### config.mk
export PLATFORM = sky130hd
export DESIGN_NAME = badge_access_controller
export DESIGN_NICKNAME = d
export VERILOG_FILES = /design/src/design/bac_pkg.sv /design/src/design/bac_step.sv /design/src/design/badge_access_controller.sv
export SDC_FILE = /design/constraint.sdc
export NUM_CORES = 1
export LEC_CHECK = 0
export BUFFER_PORTS_ARGS = -buffer_cell sky130_fd_sc_hd__buf_2
export CORE_MARGIN = 10
export CORE_UTILIZATION = 50
export CTS_CLUSTER_SIZE = 24
export DETAILED_ROUTE_END_ITERATION = 10
export PLACE_DENSITY = 0.68
export SYNTH_ARGS = -nofsm -noshare
export SYNTH_HDL_FRONTEND = slang
export SYNTH_SLANG_ARGS = --single-unit
### constraint.sdc
create_clock -name clk -period 4.39 [get_ports clk]
set_clock_uncertainty 0.2 [all_clocks]
set_input_delay 0 -clock clk [delete_from_list [all_inputs] [get_ports clk]]
set_output_delay 0 -clock clk [all_outputs]
set_load 0.02 [all_outputs]
### src/design/bac_pkg.sv
package bac_pkg;

  typedef enum logic [1:0] {
    MODE_LOCKED  = 2'd0,
    MODE_GRANTED = 2'd1,
    MODE_DENIED  = 2'd2,
    MODE_ACTIVE  = 2'd3
  } mode_t;

  typedef enum logic [1:0] {
    FUNC_TICK    = 2'd0,
    FUNC_CARD    = 2'd1,
    FUNC_NO_CARD = 2'd2,
    FUNC_RST_BTN = 2'd3
  } func_t;

  typedef enum logic [1:0] {
    BEEP_NONE  = 2'd0,
    BEEP_SHORT = 2'd1,
    BEEP_LONG  = 2'd2
  } beep_t;

  localparam int CFG_IDX_W  = 3;
  localparam int CFG_DATA_W = 32;

  localparam logic [CFG_IDX_W-1:0] REG_KEY        = 3'd0;
  localparam logic [CFG_IDX_W-1:0] REG_GRANT_HOLD = 3'd1;
  localparam logic [CFG_IDX_W-1:0] REG_DENY_HOLD  = 3'd2;
  localparam logic [CFG_IDX_W-1:0] REG_IGNORE     = 3'd3;
  localparam logic [CFG_IDX_W-1:0] REG_BLINK_HALF = 3'd4;
  localparam logic [CFG_IDX_W-1:0] REG_RST_HOLD   = 3'd5;
  localparam logic [CFG_IDX_W-1:0] REG_SHORT_BEEP = 3'd6;
  localparam logic [CFG_IDX_W-1:0] REG_LONG_BEEP  = 3'd7;

  localparam logic [31:0] KEY_RESET        = 32'h56E3_00D9;
  localparam logic [15:0] GRANT_HOLD_RESET = 16'd1000;
  localparam logic [15:0] DENY_HOLD_RESET  = 16'd2000;
  localparam logic [15:0] IGNORE_RESET     = 16'd2000;
  localparam logic [15:0] BLINK_HALF_RESET = 16'd250;
  localparam logic [15:0] RST_HOLD_RESET   = 16'd250;
  localparam logic [15:0] SHORT_BEEP_RESET = 16'd500;
  localparam logic [15:0] LONG_BEEP_RESET  = 16'd2000;

  localparam logic [15:0] TIMER_MAX = 16'hFFFF;

  typedef struct packed {
    logic [31:0] key_value;
    logic [15:0] grant_hold_ms;
    logic [15:0] deny_hold_ms;
    logic [15:0] ignore_window_ms;
    logic [15:0] blink_half_ms;
    logic [15:0] reset_holdoff_ms;
    logic [15:0] short_beep_ms;
    logic [15:0] long_beep_ms;
  } cfg_t;

  typedef struct packed {
    mode_t       mode;
    logic        card_present;
    logic [63:0] seen_uid_low;
    logic [15:0] seen_uid_high;
    logic [3:0]  seen_length;
    logic [15:0] hold_timer;
    logic [15:0] ignore_timer;
    logic [15:0] beep_timer;
    logic [15:0] blink_count;
    logic        blink_on;
    logic [15:0] since_reset;
  } state_t;

  typedef struct packed {
    mode_t access_state;
    logic  red_led;
    logic  green_led;
    logic  blue_led;
    logic  denied_flag;
    beep_t beep_start;
    logic  card_acted;
  } result_t;

endpackage

### src/design/bac_step.sv
module bac_step #(
  parameter int UID_MAX_BYTES = 10
) (
  input  bac_pkg::cfg_t    cfg,
  input  bac_pkg::state_t  cur,
  input  logic [1:0]       func,
  input  logic [63:0]      uid_low,
  input  logic [15:0]      uid_high,
  input  logic [3:0]       uid_len,
  output bac_pkg::state_t  nxt,
  output bac_pkg::result_t res
);

  localparam logic [3:0] MAX_LEN = 4'(UID_MAX_BYTES);

  logic [3:0]  len_c;
  logic [63:0] lo_mask;
  logic [15:0] hi_mask;
  logic [63:0] lo;
  logic [15:0] hi;
  logic        same;
  logic        match;
  logic [15:0] blink_inc;
  bac_pkg::beep_t beep;
  logic        acted;

  always_comb begin
    len_c = (uid_len > MAX_LEN) ? MAX_LEN : uid_len;
    for (int i = 0; i < 8; i++) begin
      lo_mask[8*i +: 8] = {8{len_c > 4'(i)}};
    end
    for (int i = 0; i < 2; i++) begin
      hi_mask[8*i +: 8] = {8{len_c > 4'(i + 8)}};
    end
    lo    = uid_low & lo_mask;
    hi    = uid_high & hi_mask;
    same  = cur.card_present && (len_c == cur.seen_length) &&
            (lo == cur.seen_uid_low) && (hi == cur.seen_uid_high);
    match = (len_c == 4'd4) && (lo[31:0] == cfg.key_value);
    blink_inc = cur.blink_count + 16'd1;
  end

  always_comb begin
    nxt   = cur;
    beep  = bac_pkg::BEEP_NONE;
    acted = 1'b0;
    case (bac_pkg::func_t'(func))
      bac_pkg::FUNC_TICK: begin
        if (cur.beep_timer != 16'd0) nxt.beep_timer = cur.beep_timer - 16'd1;
        if (cur.ignore_timer != 16'd0) nxt.ignore_timer = cur.ignore_timer - 16'd1;
        if (cur.since_reset != bac_pkg::TIMER_MAX) nxt.since_reset = cur.since_reset + 16'd1;
        if (cur.mode == bac_pkg::MODE_DENIED) begin
          if (blink_inc >= cfg.blink_half_ms) begin
            nxt.blink_count = 16'd0;
            nxt.blink_on    = ~cur.blink_on;
          end else begin
            nxt.blink_count = blink_inc;
          end
        end
        if (cur.mode == bac_pkg::MODE_GRANTED || cur.mode == bac_pkg::MODE_DENIED) begin
          if (cur.hold_timer <= 16'd1) begin
            nxt.hold_timer = 16'd0;
            nxt.mode = (cur.mode == bac_pkg::MODE_GRANTED) ? bac_pkg::MODE_ACTIVE
                                                           : bac_pkg::MODE_LOCKED;
          end else begin
            nxt.hold_timer = cur.hold_timer - 16'd1;
          end
        end
      end
      bac_pkg::FUNC_CARD: begin
        if (cur.beep_timer == 16'd0 && !same && cur.ignore_timer == 16'd0) begin
          nxt.seen_uid_low  = lo;
          nxt.seen_uid_high = hi;
          nxt.seen_length   = len_c;
          nxt.card_present  = 1'b1;
          acted = 1'b1;
          if (cur.mode == bac_pkg::MODE_ACTIVE) begin
            if (match) begin
              nxt.mode       = bac_pkg::MODE_LOCKED;
              nxt.beep_timer = cfg.short_beep_ms;
              beep = bac_pkg::BEEP_SHORT;
            end
          end else if (cur.mode == bac_pkg::MODE_LOCKED) begin
            if (match) begin
              nxt.mode         = bac_pkg::MODE_GRANTED;
              nxt.hold_timer   = cfg.grant_hold_ms;
              nxt.ignore_timer = cfg.ignore_window_ms;
              nxt.beep_timer   = cfg.short_beep_ms;
              beep = bac_pkg::BEEP_SHORT;
            end else begin
              nxt.mode        = bac_pkg::MODE_DENIED;
              nxt.hold_timer  = cfg.deny_hold_ms;
              nxt.blink_count = 16'd0;
              nxt.blink_on    = 1'b1;
              nxt.beep_timer  = cfg.long_beep_ms;
              beep = bac_pkg::BEEP_LONG;
            end
          end
        end
      end
      bac_pkg::FUNC_NO_CARD: begin
        if (cur.beep_timer == 16'd0) begin
          nxt.card_present  = 1'b0;
          nxt.seen_uid_low  = 64'd0;
          nxt.seen_uid_high = 16'd0;
          nxt.seen_length   = 4'd0;
        end
      end
      default: begin
        if (cur.since_reset > cfg.reset_holdoff_ms) begin
          nxt.since_reset = 16'd0;
          nxt.mode        = bac_pkg::MODE_LOCKED;
          nxt.hold_timer  = 16'd0;
        end
      end
    endcase
  end

  always_comb begin
    res.access_state = nxt.mode;
    res.red_led      = (nxt.mode == bac_pkg::MODE_LOCKED) ||
                       ((nxt.mode == bac_pkg::MODE_DENIED) && nxt.blink_on);
    res.green_led    = (nxt.mode == bac_pkg::MODE_GRANTED);
    res.blue_led     = (nxt.mode == bac_pkg::MODE_ACTIVE);
    res.denied_flag  = (nxt.mode == bac_pkg::MODE_DENIED);
    res.beep_start   = beep;
    res.card_acted   = acted;
  end

endmodule

### src/design/badge_access_controller.sv
// The result of an accepted word is written to the output register.
// Throughput: one word per cycle while results are taken; the output register
// frees as it is taken, so a new word is accepted in the same cycle the previous
// result leaves. Reset (rst, synchronous): state cleared to locked, registers to
// defaults, output register empty.
module badge_access_controller #(
  parameter int UID_MAX_BYTES = 10
) (
  input  logic                           clk,
  input  logic                           rst,
  input  logic                           cfg_we,
  input  logic [bac_pkg::CFG_IDX_W-1:0]  cfg_index,
  input  logic [bac_pkg::CFG_DATA_W-1:0] cfg_data,
  input  logic                           in_valid,
  output logic                           in_ready,
  input  logic [1:0]                     func,
  input  logic [63:0]                    uid_low,
  input  logic [15:0]                    uid_high,
  input  logic [3:0]                     uid_len,
  output logic                           out_valid,
  input  logic                           out_ready,
  output logic [1:0]                     access_state,
  output logic                           red_led,
  output logic                           green_led,
  output logic                           blue_led,
  output logic                           denied_flag,
  output logic [1:0]                     beep_start,
  output logic                           card_acted
);

  bac_pkg::cfg_t    cfg;
  bac_pkg::state_t  state;
  bac_pkg::state_t  state_next;
  bac_pkg::result_t res_next;
  bac_pkg::result_t res;
  logic             in_fire;

  assign in_ready = !out_valid || out_ready;
  assign in_fire  = in_valid && in_ready;

  always_ff @(posedge clk) begin
    if (rst) begin
      cfg.key_value        <= bac_pkg::KEY_RESET;
      cfg.grant_hold_ms    <= bac_pkg::GRANT_HOLD_RESET;
      cfg.deny_hold_ms     <= bac_pkg::DENY_HOLD_RESET;
      cfg.ignore_window_ms <= bac_pkg::IGNORE_RESET;
      cfg.blink_half_ms    <= bac_pkg::BLINK_HALF_RESET;
      cfg.reset_holdoff_ms <= bac_pkg::RST_HOLD_RESET;
      cfg.short_beep_ms    <= bac_pkg::SHORT_BEEP_RESET;
      cfg.long_beep_ms     <= bac_pkg::LONG_BEEP_RESET;
    end else if (cfg_we) begin
      case (cfg_index)
        bac_pkg::REG_KEY:        cfg.key_value        <= cfg_data;
        bac_pkg::REG_GRANT_HOLD: cfg.grant_hold_ms    <= cfg_data[15:0];
        bac_pkg::REG_DENY_HOLD:  cfg.deny_hold_ms     <= cfg_data[15:0];
        bac_pkg::REG_IGNORE:     cfg.ignore_window_ms <= cfg_data[15:0];
        bac_pkg::REG_BLINK_HALF: cfg.blink_half_ms    <= cfg_data[15:0];
        bac_pkg::REG_RST_HOLD:   cfg.reset_holdoff_ms <= cfg_data[15:0];
        bac_pkg::REG_SHORT_BEEP: cfg.short_beep_ms    <= cfg_data[15:0];
        bac_pkg::REG_LONG_BEEP:  cfg.long_beep_ms     <= cfg_data[15:0];
        default: ;
      endcase
    end
  end

  bac_step #(
    .UID_MAX_BYTES(UID_MAX_BYTES)
  ) u_step (
    .cfg        (cfg),
    .cur        (state),
    .func       (func),
    .uid_low    (uid_low),
    .uid_high   (uid_high),
    .uid_len    (uid_len),
    .nxt        (state_next),
    .res        (res_next)
  );

  always_ff @(posedge clk) begin
    if (rst) begin
      state.mode          <= bac_pkg::MODE_LOCKED;
      state.card_present  <= 1'b0;
      state.seen_uid_low  <= 64'd0;
      state.seen_uid_high <= 16'd0;
      state.seen_length   <= 4'd0;
      state.hold_timer    <= 16'd0;
      state.ignore_timer  <= 16'd0;
      state.beep_timer    <= 16'd0;
      state.blink_count   <= 16'd0;
      state.blink_on      <= 1'b1;
      state.since_reset   <= 16'd0;
    end else if (in_fire) begin
      state <= state_next;
    end
  end

  always_ff @(posedge clk) begin
    if (rst) begin
      out_valid <= 1'b0;
    end else if (in_fire) begin
      out_valid <= 1'b1;
    end else if (out_ready) begin
      out_valid <= 1'b0;
    end
  end

  always_ff @(posedge clk) begin
    if (in_fire) begin
      res <= res_next;
    end
  end

  assign access_state = res.access_state;
  assign red_led      = res.red_led;
  assign green_led    = res.green_led;
  assign blue_led     = res.blue_led;
  assign denied_flag  = res.denied_flag;
  assign beep_start   = res.beep_start;
  assign card_acted   = res.card_acted;

  // exactly one mode indicator per result
  a_mode_onehot: assert property (@(posedge clk) disable iff (rst)
    out_valid |-> $onehot({green_led, blue_led, denied_flag,
                           access_state == bac_pkg::MODE_LOCKED}))
    else $error("mode indicators not one-hot");

  a_beep_needs_card: assert property (@(posedge clk) disable iff (rst)
    out_valid && (beep_start != bac_pkg::BEEP_NONE) |-> card_acted)
    else $error("beep started without an evaluated card");

  // card words are dead while a beep sounds
  a_beep_blocks_card: assert property (@(posedge clk) disable iff (rst)
    in_fire && (func == bac_pkg::FUNC_CARD) && (state.beep_timer != 16'd0)
    |=> $stable(state) && !card_acted)
    else $error("card changed state during a beep");

  a_tick_counts: assert property (@(posedge clk) disable iff (rst)
    in_fire && (func == bac_pkg::FUNC_TICK) |=> state.since_reset != 16'd0)
    else $error("reset holdoff counter did not advance");

  a_locked_red: assert property (@(posedge clk) disable iff (rst)
    out_valid && (access_state == bac_pkg::MODE_LOCKED) |-> red_led)
    else $error("red led off while locked");

endmodule
==> results of run 1 <==
[critical path, cell delays in order (launching register included)]
cell      delay [ps]
dfxtp_1          400
nand3_1          210
nor2_2           230
and3_1           260
and3_1           250
and3_1           240
and3_1           250
xor2_1           170
ha_1             260
a21o_1           160
a21o_1           180
a21oi_1          210
o21ai_1          180
and3_1           260
mux2_2           290
a21boi_0         200
[final timing paths]
check | endpoint | cells after the start | from | slack, ps
min | state[0] | 5 | func[1] | 20
min reg2reg | state[165] | 2 | state[165] | 250
max reg2reg | red_led | 15 | state[17] | 280
max | red_led | 15 | state[17] | 280
[placed cells by master (no fill, tap or decap), drive strengths merged, types with 14 or more instances in the layout]
cell and count:
a21o 19, a21oi 145, a22o 83, a22oi 20, a31oi 42, a32o 14
and3 22, buf 184, clkbuf 57, dfxtp 313, dlygate4sd3 146, ha 47
inv 70, mux2i 15, nand2 394, nand2b 22, nand3 78, nand4 25
nor2 148, nor3 29, nor4 21, nor4bb 31, o211ai 17, o21ai 87
o22ai 20, o32ai 40, xnor2 49, xor2 41
[layout make-up]
cell class / instances / area (µm²) / share of cell area, %
clock inverters: 7 / 60.1 / 0.288
well taps: 448 / 561 / 2.68
flip-flops and latches: 322 / 6540 / 31.3
repair buffers: 330 / 2540 / 12.2
clock buffers: 57 / 1080 / 5.18
inverters: 69 / 259 / 1.24
diodes: 6 / 15.0 / 0.0719
multi-input cells: 1589 / 9830 / 47.1
[per-stage QoR]
stage	worst slack [ps]	hold slack, ps	utilization, %	instance area (µm²)
after detailed placement	267	18.8	54.0	18300
after global routing	14.4	33.7	61.8	20900
after global placement	340	11.2	54.0	18300
after CTS	298	8.39	61.7	20900
after floorplan	584	-75.9	-	17300
final	278	22.8	61.8	20900
[registers in the layout, indices dropped and copies added, names as in the netlist, 2 cells and up]
name	count
cfg	144
access_state	2
state	168
beep_start	2
[cells by family (layout without fill, tap and decap cells)]
logic type                 Yosys count  count (layout)  share of synthesized area (%)
muxes                               18              18                           1.07
xor gates and xnor gates            90              90                           4.57
other                                0               6                              0
adders and majority gates           47              47                           3.41
DFF                                322             322                           37.9
buffers and inverters              201             463                           5.45
AOI/OAI and AO/OA                  582             582                           23.8
and+or+nand+nor                    852             852                           23.9
[timing repair]
action / CTS / global route
hold buffers: 146 / 0
endpoints found under the setup margin: 0 / 16
hold endpoints to repair: 250 / 0
gates resized for setup: 0 / 4
[power groups by stage]
stage                     clock network (W)  registers [W]  logic, W
after floorplan                           0        0.00315  0.000698
after global placement                    0        0.00315   0.00103
after detailed placement                  0        0.00316   0.00105
after CTS                           0.00301        0.00309   0.00116
after global routing                0.00314        0.00311   0.00128
final                               0.00299        0.00310   0.00118
[layer usage]
layer | global-route usage [%] | up-vias | share of wire (%)
met1 | 34.5 | 8323 | 43
met5 | 0 | - | 0
met4 | 9.15 | 0 | 3.3
met3 | 4.64 | 132 | 7.2
met2 | 42.9 | 652 | 47
li1 | - | 8140 | -
==> results.py, run 1 <==
metrics = {
    "yosys": {
        "seq_area_frac_synth_pct": 37.9,
        "synthesis.nets": 2285,
        "yosysMostFrequentCell": "nand2_1",
        "synth.avg_cell_area_um2": 8.17,
        "synth_seq_cells": 322,
        "synth_edf_count": 9,
        "netlist_instances": 2112,
        "netlist_area_mm2": 0.0173,
        "ys_async_sr_fraction_pct": 0,
        "synthTopCellsByCount": "nand2_1 (393), dfxtp_1 (313), nor2_1 (147), a21oi_1 (143), a22o_1 (83)",
        "ys_types": 99,
        "synth_top_flop_cell": "dfxtp_1",
        "synth.top_cell.area_share_pct": 36.3,
        "yosys.area.top_type": "dfxtp_1",
        "yosysWarnings": 0,
        "synth.area.top_cells": "dfxtp_1 (36%), nand2_1 (8.5%), a22o_1 (4.2%)",
    },
    "die": {
        "core-area_mm2": 0.0338,
        "die-area_mm2": 0.0424,
        "ioPinCount": 137,
        "initial_core_util_pct": 51.1,
        "dieWidth_um": 206,
        "dieHeight_um": 206,
        "rows": 67,
    },
    "grt": {
        "grt-ovfl-total": 0,
        "grt_pass1_vias": 16278,
        "antenna_found_initial": 5,
        "grt_pass1_wl_um": 90100,
        "grt_use_total_pct": 26.4,
        "grt_max_degree": 86,
    },
    "sta": {
        "drv_slew": 0,
        "relSlewSlack_pct": 14.2,
        "setup_tns_ps": 0,
        "tightest_slew_ps": 1280,
        "setup_viol": 0,
        "finalHoldViolations": 0,
        "fmax_mhz": 243,
        "min_period_ps": 4110,
        "timing.final.crit_share_pct": 93.7,
        "rsz0062_at_grt": "false",
    },
    "critical_path": {
        "critPathKind": "reg -> reg",
        "cp-start-kind": "flip-flop",
        "cp_max_fo": 5,
        "cp.required_ps": 4580,
        "crit_path_end_kind": "flip-flop",
        "cp.arrival_ps": 4300,
    },
    "min_path": {
        "holdCritPathClass": "in -> reg",
    },
    "cells_and_area": {
        "instances_no_fill": 2828,
        "num-fill-cells": 2889,
        "final_nets": 2522,
        "drive_above_1_share_pct": 12.2,
        "syn_to_final_growth_pct": 21.0,
    },
    "detailed_routing": {
        "routed_wl_um": 57600,
        "dr.pass1.iters": 6,
        "viasPerCell": 6.10,
        "ant_nets": 0,
        "drt_iter0_drc": 1584,
        "vias": 17247,
        "routedWlPerCell_um": 20.4,
        "drc": 0,
    },
    "clocking": {
        "cts_buffers": 37,
        "cts-root-buf": "clkbuf_16",
        "clockBufferDepth": 3,
        "worst_skew_pair.late_latency_ps": 570,
        "cts_max_level": 2,
        "path_clk_slew_ps": 60,
        "cts_sinks": 322,
        "cts_setup_buffers": 0,
        "cts_tree": "done",
    },
    "power": {
        "p_switching_w": 0.00208,
        "p_int_w": 0.00519,
        "p_sw_share_pct": 28.6,
        "ir_drop_uv": 354,
        "pwr-share-seq_pct": 42.6,
        "power.total_w": 0.00727,
        "combPwrFrac_pct": 16.3,
        "p_leak_nw": 8.41,
        "p_per_area_mw_per_mm2": 348,
        "p_clk_share_pct": 41.1,
    },
    "flow_run": {
        "cap_violations": 0,
    },
    "placement": {
        "gp_congestion": 0.904,
        "hpwl_um": 38000,
        "dp.cells": 2612,
        "port_buffers": 136,
    },
    "run_status": {
        "status": "completed",
    },
}
Power figures use the tool's default switching activity.
==> run 2: changes to the inputs <==
--- a/config.mk
+++ b/config.mk
@@ -11,6 +11,7 @@
 export CTS_CLUSTER_SIZE = 24
 export DETAILED_ROUTE_END_ITERATION = 10
 export PLACE_DENSITY = 0.68
+export SETUP_SLACK_MARGIN = 0.05
 export SYNTH_ARGS = -nofsm -noshare
 export SYNTH_HDL_FRONTEND = slang
 export SYNTH_SLANG_ARGS = --single-unit
==> constraint.sdc (replaced) <==
create_clock -name clk -period 5 [get_ports clk]
set_clock_uncertainty 0.2 [all_clocks]
set_input_delay 0 -clock clk [delete_from_list [all_inputs] [get_ports clk]]
set_output_delay 0 -clock clk [all_outputs]
set_load 0.02 [all_outputs]
==> run 2 against run 1 <==
First-iteration DRC count is 3.1% higher. Clock power is 11% lower. Cell count is 1.4% lower. Combinational power is 15% lower. Sequential cell count stayed put. Sequential share of layout area is 0.49 points higher. Via count is 1.7% lower.
==> results.py, run 2 (synthesized netlist as in run 1, its figures left out) <==
metrics = {
    "placement": {
        "dp.cells": 2589,
        "hpwl_um": 37500,
        "port_buffers": 136,
        "place_ws_ps": 761,
        "gp_congestion": 0.935,
    },
    "die": {
        "core-area_mm2": 0.0338,
        "initial_core_util_pct": 51.1,
        "dieWidth_um": 206,
        "ioPinCount": 137,
        "die-area_mm2": 0.0424,
        "rows": 67,
        "dieHeight_um": 206,
    },
    "power": {
        "power.total_w": 0.00638,
        "p_per_area_mw_per_mm2": 310,
        "p_leak_nw": 8.27,
        "ir_drop_uv": 271,
    },
    "sta": {
        "finalHoldViolations": 0,
        "min_period_ps": 4270,
        "drv_slew": 0,
        "setup_viol": 0,
        "rsz0062_at_grt": "false",
        "setup_slack_ps": 726,
        "timing.final.crit_share_pct": 85.5,
        "fmax_mhz": 234,
        "relSlewSlack_pct": 9.26,
        "tightest_slew_ps": 1350,
        "setup_tns_ps": 0,
    },
    "critical_path": {
        "r2r_slack_ps": 750,
        "cp.required_ps": 5230,
        "crit_chain": "dlygate4sd3_1 -> buf_2 -> buf_4 -> o31ai_4 -> nor2_1 -> o32ai_1 -> nand4_1 -> nor4_1 -> and4_1 -> nor3_4 -> a31oi_2 -> a221oi_1 -> a211oi_1",
        "cp-start-kind": "input port",
        "slowest_stage": "a31oi_2",
        "slowest_delay_ps": 880,
        "cp.arrival_ps": 4510,
        "critPathKind": "in -> reg",
        "cp_max_fo": 25,
        "crit_path_end_kind": "flip-flop",
    },
    "clocking": {
        "cts_sinks": 322,
        "path_clk_slew_ps": 60,
        "cts_buffers": 37,
        "cts_tree": "done",
        "cts-root-buf": "clkbuf_16",
        "cts_setup_buffers": 0,
        "clockBufferDepth": 3,
        "worst_skew_pair.late_latency_ps": 530,
        "cts_max_level": 2,
    },
    "grt": {
        "grt_util_met2_pct": 41.7,
        "grt_use_total_pct": 25.4,
        "grt_max_degree": 86,
        "grt_pass1_vias": 15851,
        "grt_pass1_wl_um": 87500,
        "grt-ovfl-total": 0,
        "grt_util_met1_pct": 34.4,
        "antenna_found_initial": 1,
        "busiest_layer": "met2",
        "grt_util_met3_pct": 3.24,
    },
    "cells_and_area": {
        "layout_commonest_cell": "nand2_1",
        "largest_registers": "state x168, cfg x144",
        "layout_common_cells": "nand2_1 (393), dfxtp_1 (313), nor2_1 (147), a21oi_1 (143), buf_2 (135)",
        "final_nets": 2484,
        "largest_register": "state",
        "instances_no_fill": 2788,
        "drive_above_1_share_pct": 11.4,
        "final_core_util_pct": 60.9,
        "syn_to_final_growth_pct": 19.1,
        "largest_reg_flops": 168,
    },
    "detailed_routing": {
        "drt_iter0_drc": 1633,
        "drc": 0,
        "routed_wl_um": 56000,
        "viasPerCell": 6.08,
        "routedWlPerCell_um": 20.1,
        "ant_nets": 0,
        "dr.pass1.iters": 6,
        "vias": 16958,
    },
    "flow_run": {
        "cap_violations": 0,
    },
    "run_status": {
        "status": "completed",
    },
    "min_path": {
        "holdCritPathClass": "in -> reg",
    },
}
==> run 2: changes by cell type in the layout (fill, tap and decap cells not counted), sizes merged <==
cell,before,now
diode,6,1
dlygate4sd3,146,131
inv,70,68
clkinvlp,1,2
clkinv,5,8
clkbuf,57,58
buf,184,161
==> run 2: stage by stage <==
step	area (µm²)	hold WS (ps)
floorplan	17300	-75.9
global placement	18100	8.71
detailed placement	18100	13.3
CTS	20600	7.02
global route	20600	52.6
finish	20600	36.0
==> run 2: power by group <==
part	total [W]	internal [W]	switching, W
sequential	0.00272	0.00266	0.0000623
combinational	0.000998	0.000375	0.000623
clock	0.00266	0.00155	0.00111
==> run 2: timing repair <==
item | CTS | global route
resized for setup | 0 | 0
hold endpoints to repair | 243 | 0
hold buffers | 131 | 0
==> run 2: worst max-delay path, delay by kind of cell <==
family / cells / cell delay [ps]
AO/OA/AOI/OAI: 5 / 2230
buffers and inverters: 3 / 960
AND/OR/NAND/NOR: 5 / 1290
==> run 2: path summary, 6_finish.rpt <==
path,from,end,cells after the start
max,uid_len[2],state[49],13
min,uid_len[3],state[125],3
max reg2reg,state[17],red_led,15
min reg2reg,state[165],state[165],2
==> run 2: routing by layer <==
layer | vias up | share of wire (%)
li1 | 8059 | -
met1 | 8182 | 44
met2 | 627 | 47
met3 | 90 | 6.6
met4 | 0 | 2.2
met5 | - | 0
==> run 2: layout make-up <==
| cell class | instances | area [µm²] |
|---|---|---|
| Clock buffer | 58 | 1130 |
| Clock inverter | 9 | 53.8 |
| Inverter | 69 | 259 |
| Multi-Input combinational cell | 1589 | 9820 |
| Sequential cell | 322 | 6540 |
| Timing Repair Buffer | 292 | 2210 |
| Tap cell | 448 | 561 |
| Antenna cell | 1 | 2.50 |
| Fill cell | 2915 | 13200 |
==> run 3: changes to the inputs <==
==> constraint.sdc (replaced) <==
create_clock -name clk -period 5.1 [get_ports clk]
set_clock_uncertainty 0.2 [all_clocks]
set_input_delay 0 -clock clk [delete_from_list [all_inputs] [get_ports clk]]
set_output_delay 0 -clock clk [all_outputs]
set_load 0.02 [all_outputs]
==> run 3 against run 2 <==
Via count is essentially flat. Worst setup slack lost 48 ps. Sequential share of layout area shrank 0.060 points. Critical path depth grew 1. Routed wire length grew 0.90%. Core utilization grew 0.11 points. Combinational power shrank 2.0%. Critical path type is now reg -> reg. Largest cell class unchanged. Largest power group is now clock. Highest routed layer unchanged.
==> results.py, run 3 (synthesized netlist as in run 1, its figures left out) <==
metrics = {
    "run_status": {
        "status": "completed",
    },
    "detailed_routing": {
        "ant_nets": 0,
        "routed_wl_um": 56500,
        "drc": 0,
        "routedWlPerCell_um": 20.2,
        "viasPerCell": 6.08,
        "vias": 16959,
        "drt_iter0_drc": 1639,
        "dr.pass1.iters": 5,
    },
    "cells_and_area": {
        "layout_common_cells": "nand2_1 (393), dfxtp_1 (313), nor2_1 (147), a21oi_1 (143), buf_2 (135)",
        "layout_commonest_cell": "nand2_1",
        "final_core_util_pct": 61.0,
        "largest_register": "state",
        "final_nets": 2484,
        "drive_above_1_share_pct": 11.4,
        "largest_registers": "state x168, cfg x144",
        "largest_reg_flops": 168,
        "syn_to_final_growth_pct": 19.4,
        "stdcell_area_mm2": 0.0206,
    },
    "sta": {
        "setup_viol": 0,
        "finalHoldViolations": 0,
        "fmax_mhz": 226,
        "min_period_ps": 4420,
        "setup_tns_ps": 0,
        "setup_slack_ps": 677,
        "rsz0062_at_grt": "false",
        "relSlewSlack_pct": 22.3,
        "tightest_slew_ps": 1160,
        "drv_slew": 0,
        "timing.final.crit_share_pct": 86.7,
    },
    "clocking": {
        "cts_max_level": 2,
        "clockBufferDepth": 3,
        "cts-root-buf": "clkbuf_16",
        "cts_buffers": 36,
        "cts_tree": "done",
        "cts_sinks": 322,
        "worst_skew_pair.late_latency_ps": 530,
        "cts_setup_buffers": 0,
        "path_clk_slew_ps": 60,
    },
    "die": {
        "dieWidth_um": 206,
        "rows": 67,
        "initial_core_util_pct": 51.1,
        "dieHeight_um": 206,
        "ioPinCount": 137,
        "die-area_mm2": 0.0424,
        "core-area_mm2": 0.0338,
    },
    "critical_path": {
        "crit_path_end_kind": "flip-flop",
        "cp-start-kind": "flip-flop",
        "cp.required_ps": 5340,
        "cp_max_fo": 13,
        "startpoint": "state[17]",
        "rr_startpoint": "state[17]",
        "critPathKind": "reg -> reg",
        "cp.arrival_ps": 4660,
    },
    "grt": {
        "grt_max_degree": 86,
        "grt_pass1_vias": 16067,
        "grt_pass1_wl_um": 88400,
        "grt-ovfl-total": 0,
        "grt_use_total_pct": 25.8,
        "antenna_found_initial": 5,
    },
    "placement": {
        "placed_area_mm2": 0.0181,
        "place_ws_ps": 785,
        "gp_congestion": 0.917,
        "hpwl_um": 37800,
        "port_buffers": 136,
    },
    "min_path": {
        "holdCritPathClass": "in -> reg",
        "hp-start": "func[0]",
    },
    "flow_run": {
        "cap_violations": 0,
    },
    "power": {
        "ir_drop_uv": 266,
        "p_leak_nw": 8.28,
        "p_per_area_mw_per_mm2": 307,
    },
}
run 3: cell count changes in the layout (fill, tap and decap cells not counted), moves of 2 or more:
cell           change
dlygate4sd3_1      +2
bufinv_16          +4
clkbuf_8           -2
clkbuf_16          -2
diode_2            +7
clkbuf_1           -5
run 3: final cells by class:
cell class / count / area (µm²)
clock buffers: 49 / 1030
clock inverters: 13 / 171
fillers: 2863 / 13200
multi-input cells: 1589 / 9820
well taps: 448 / 561
inverters: 69 / 259
repair buffers: 293 / 2210
flip-flops and latches: 322 / 6540
diodes: 8 / 20.0
run 3: path summary, 6_finish.rpt:
| path | end | slack [ps] | cells after the start |
|---|---|---|---|
| hold reg to reg | cfg[109] | 250 | 2 |
| setup / recovery | state[21] | 680 | 14 |
| setup reg to reg | state[21] | 680 | 14 |
| hold / removal | access_state[0] | 50 | 6 |
run 3: power breakdown:
part | switching (W) | total, W | leakage [nW] | internal (W)
clock | 0.00107 | 0.00268 | 0.594 | 0.00162
sequential | 0.0000623 | 0.00267 | 2.62 | 0.00260
combinational | 0.000611 | 0.000978 | 5.06 | 0.000367
total | 0.00174 | 0.00633 | 8.28 | 0.00459
run 3: critical path, stage by stage (launching register included):
cell	delay (ps)
dfxtp_1	410
nand3_1	180
nor2_1	290
and3_1	270
and3_1	250
and3_1	240
and3_1	250
xor2_1	170
ha_1	260
a21o_1	170
a21o_1	170
a21oi_1	210
o2111ai_1	490
or4_1	590
a31oi_1	170
run 3: stage by stage:
| stage | std cells | power (W) | hold WS, ps |
|---|---|---|---|
| final | 2791 | 0.00633 | 51.7 |
| after global routing | 2788 | 0.00653 | 83.9 |
| after CTS | 2783 | 0.00633 | 25.0 |
| after detailed placement | 2588 | 0.00359 | 22.3 |
| after global placement | 2588 | 0.00357 | 12.3 |
| after floorplan | 2112 | 0.00331 | -75.9 |
run 3: repair_timing:
| action | in CTS | in global routing |
|---|---|---|
| endpoints found under the hold margin | 243 | 0 |
| hold buffers | 133 | 0 |
| gates resized for setup | 0 | 0 |
run 3: routing by layer:
layer | routed length [µm] | GRT usage, % | share of wire, % | up-vias
met1 | 24500 | 33.7 | 43 | 8150
met3 | 4060 | 4.34 | 7.2 | 124
met5 | 0 | 0 | 0 | -
met2 | 26000 | 41.8 | 46 | 626
met4 | 1920 | 9.38 | 3.4 | 0
li1 | - | - | - | 8059
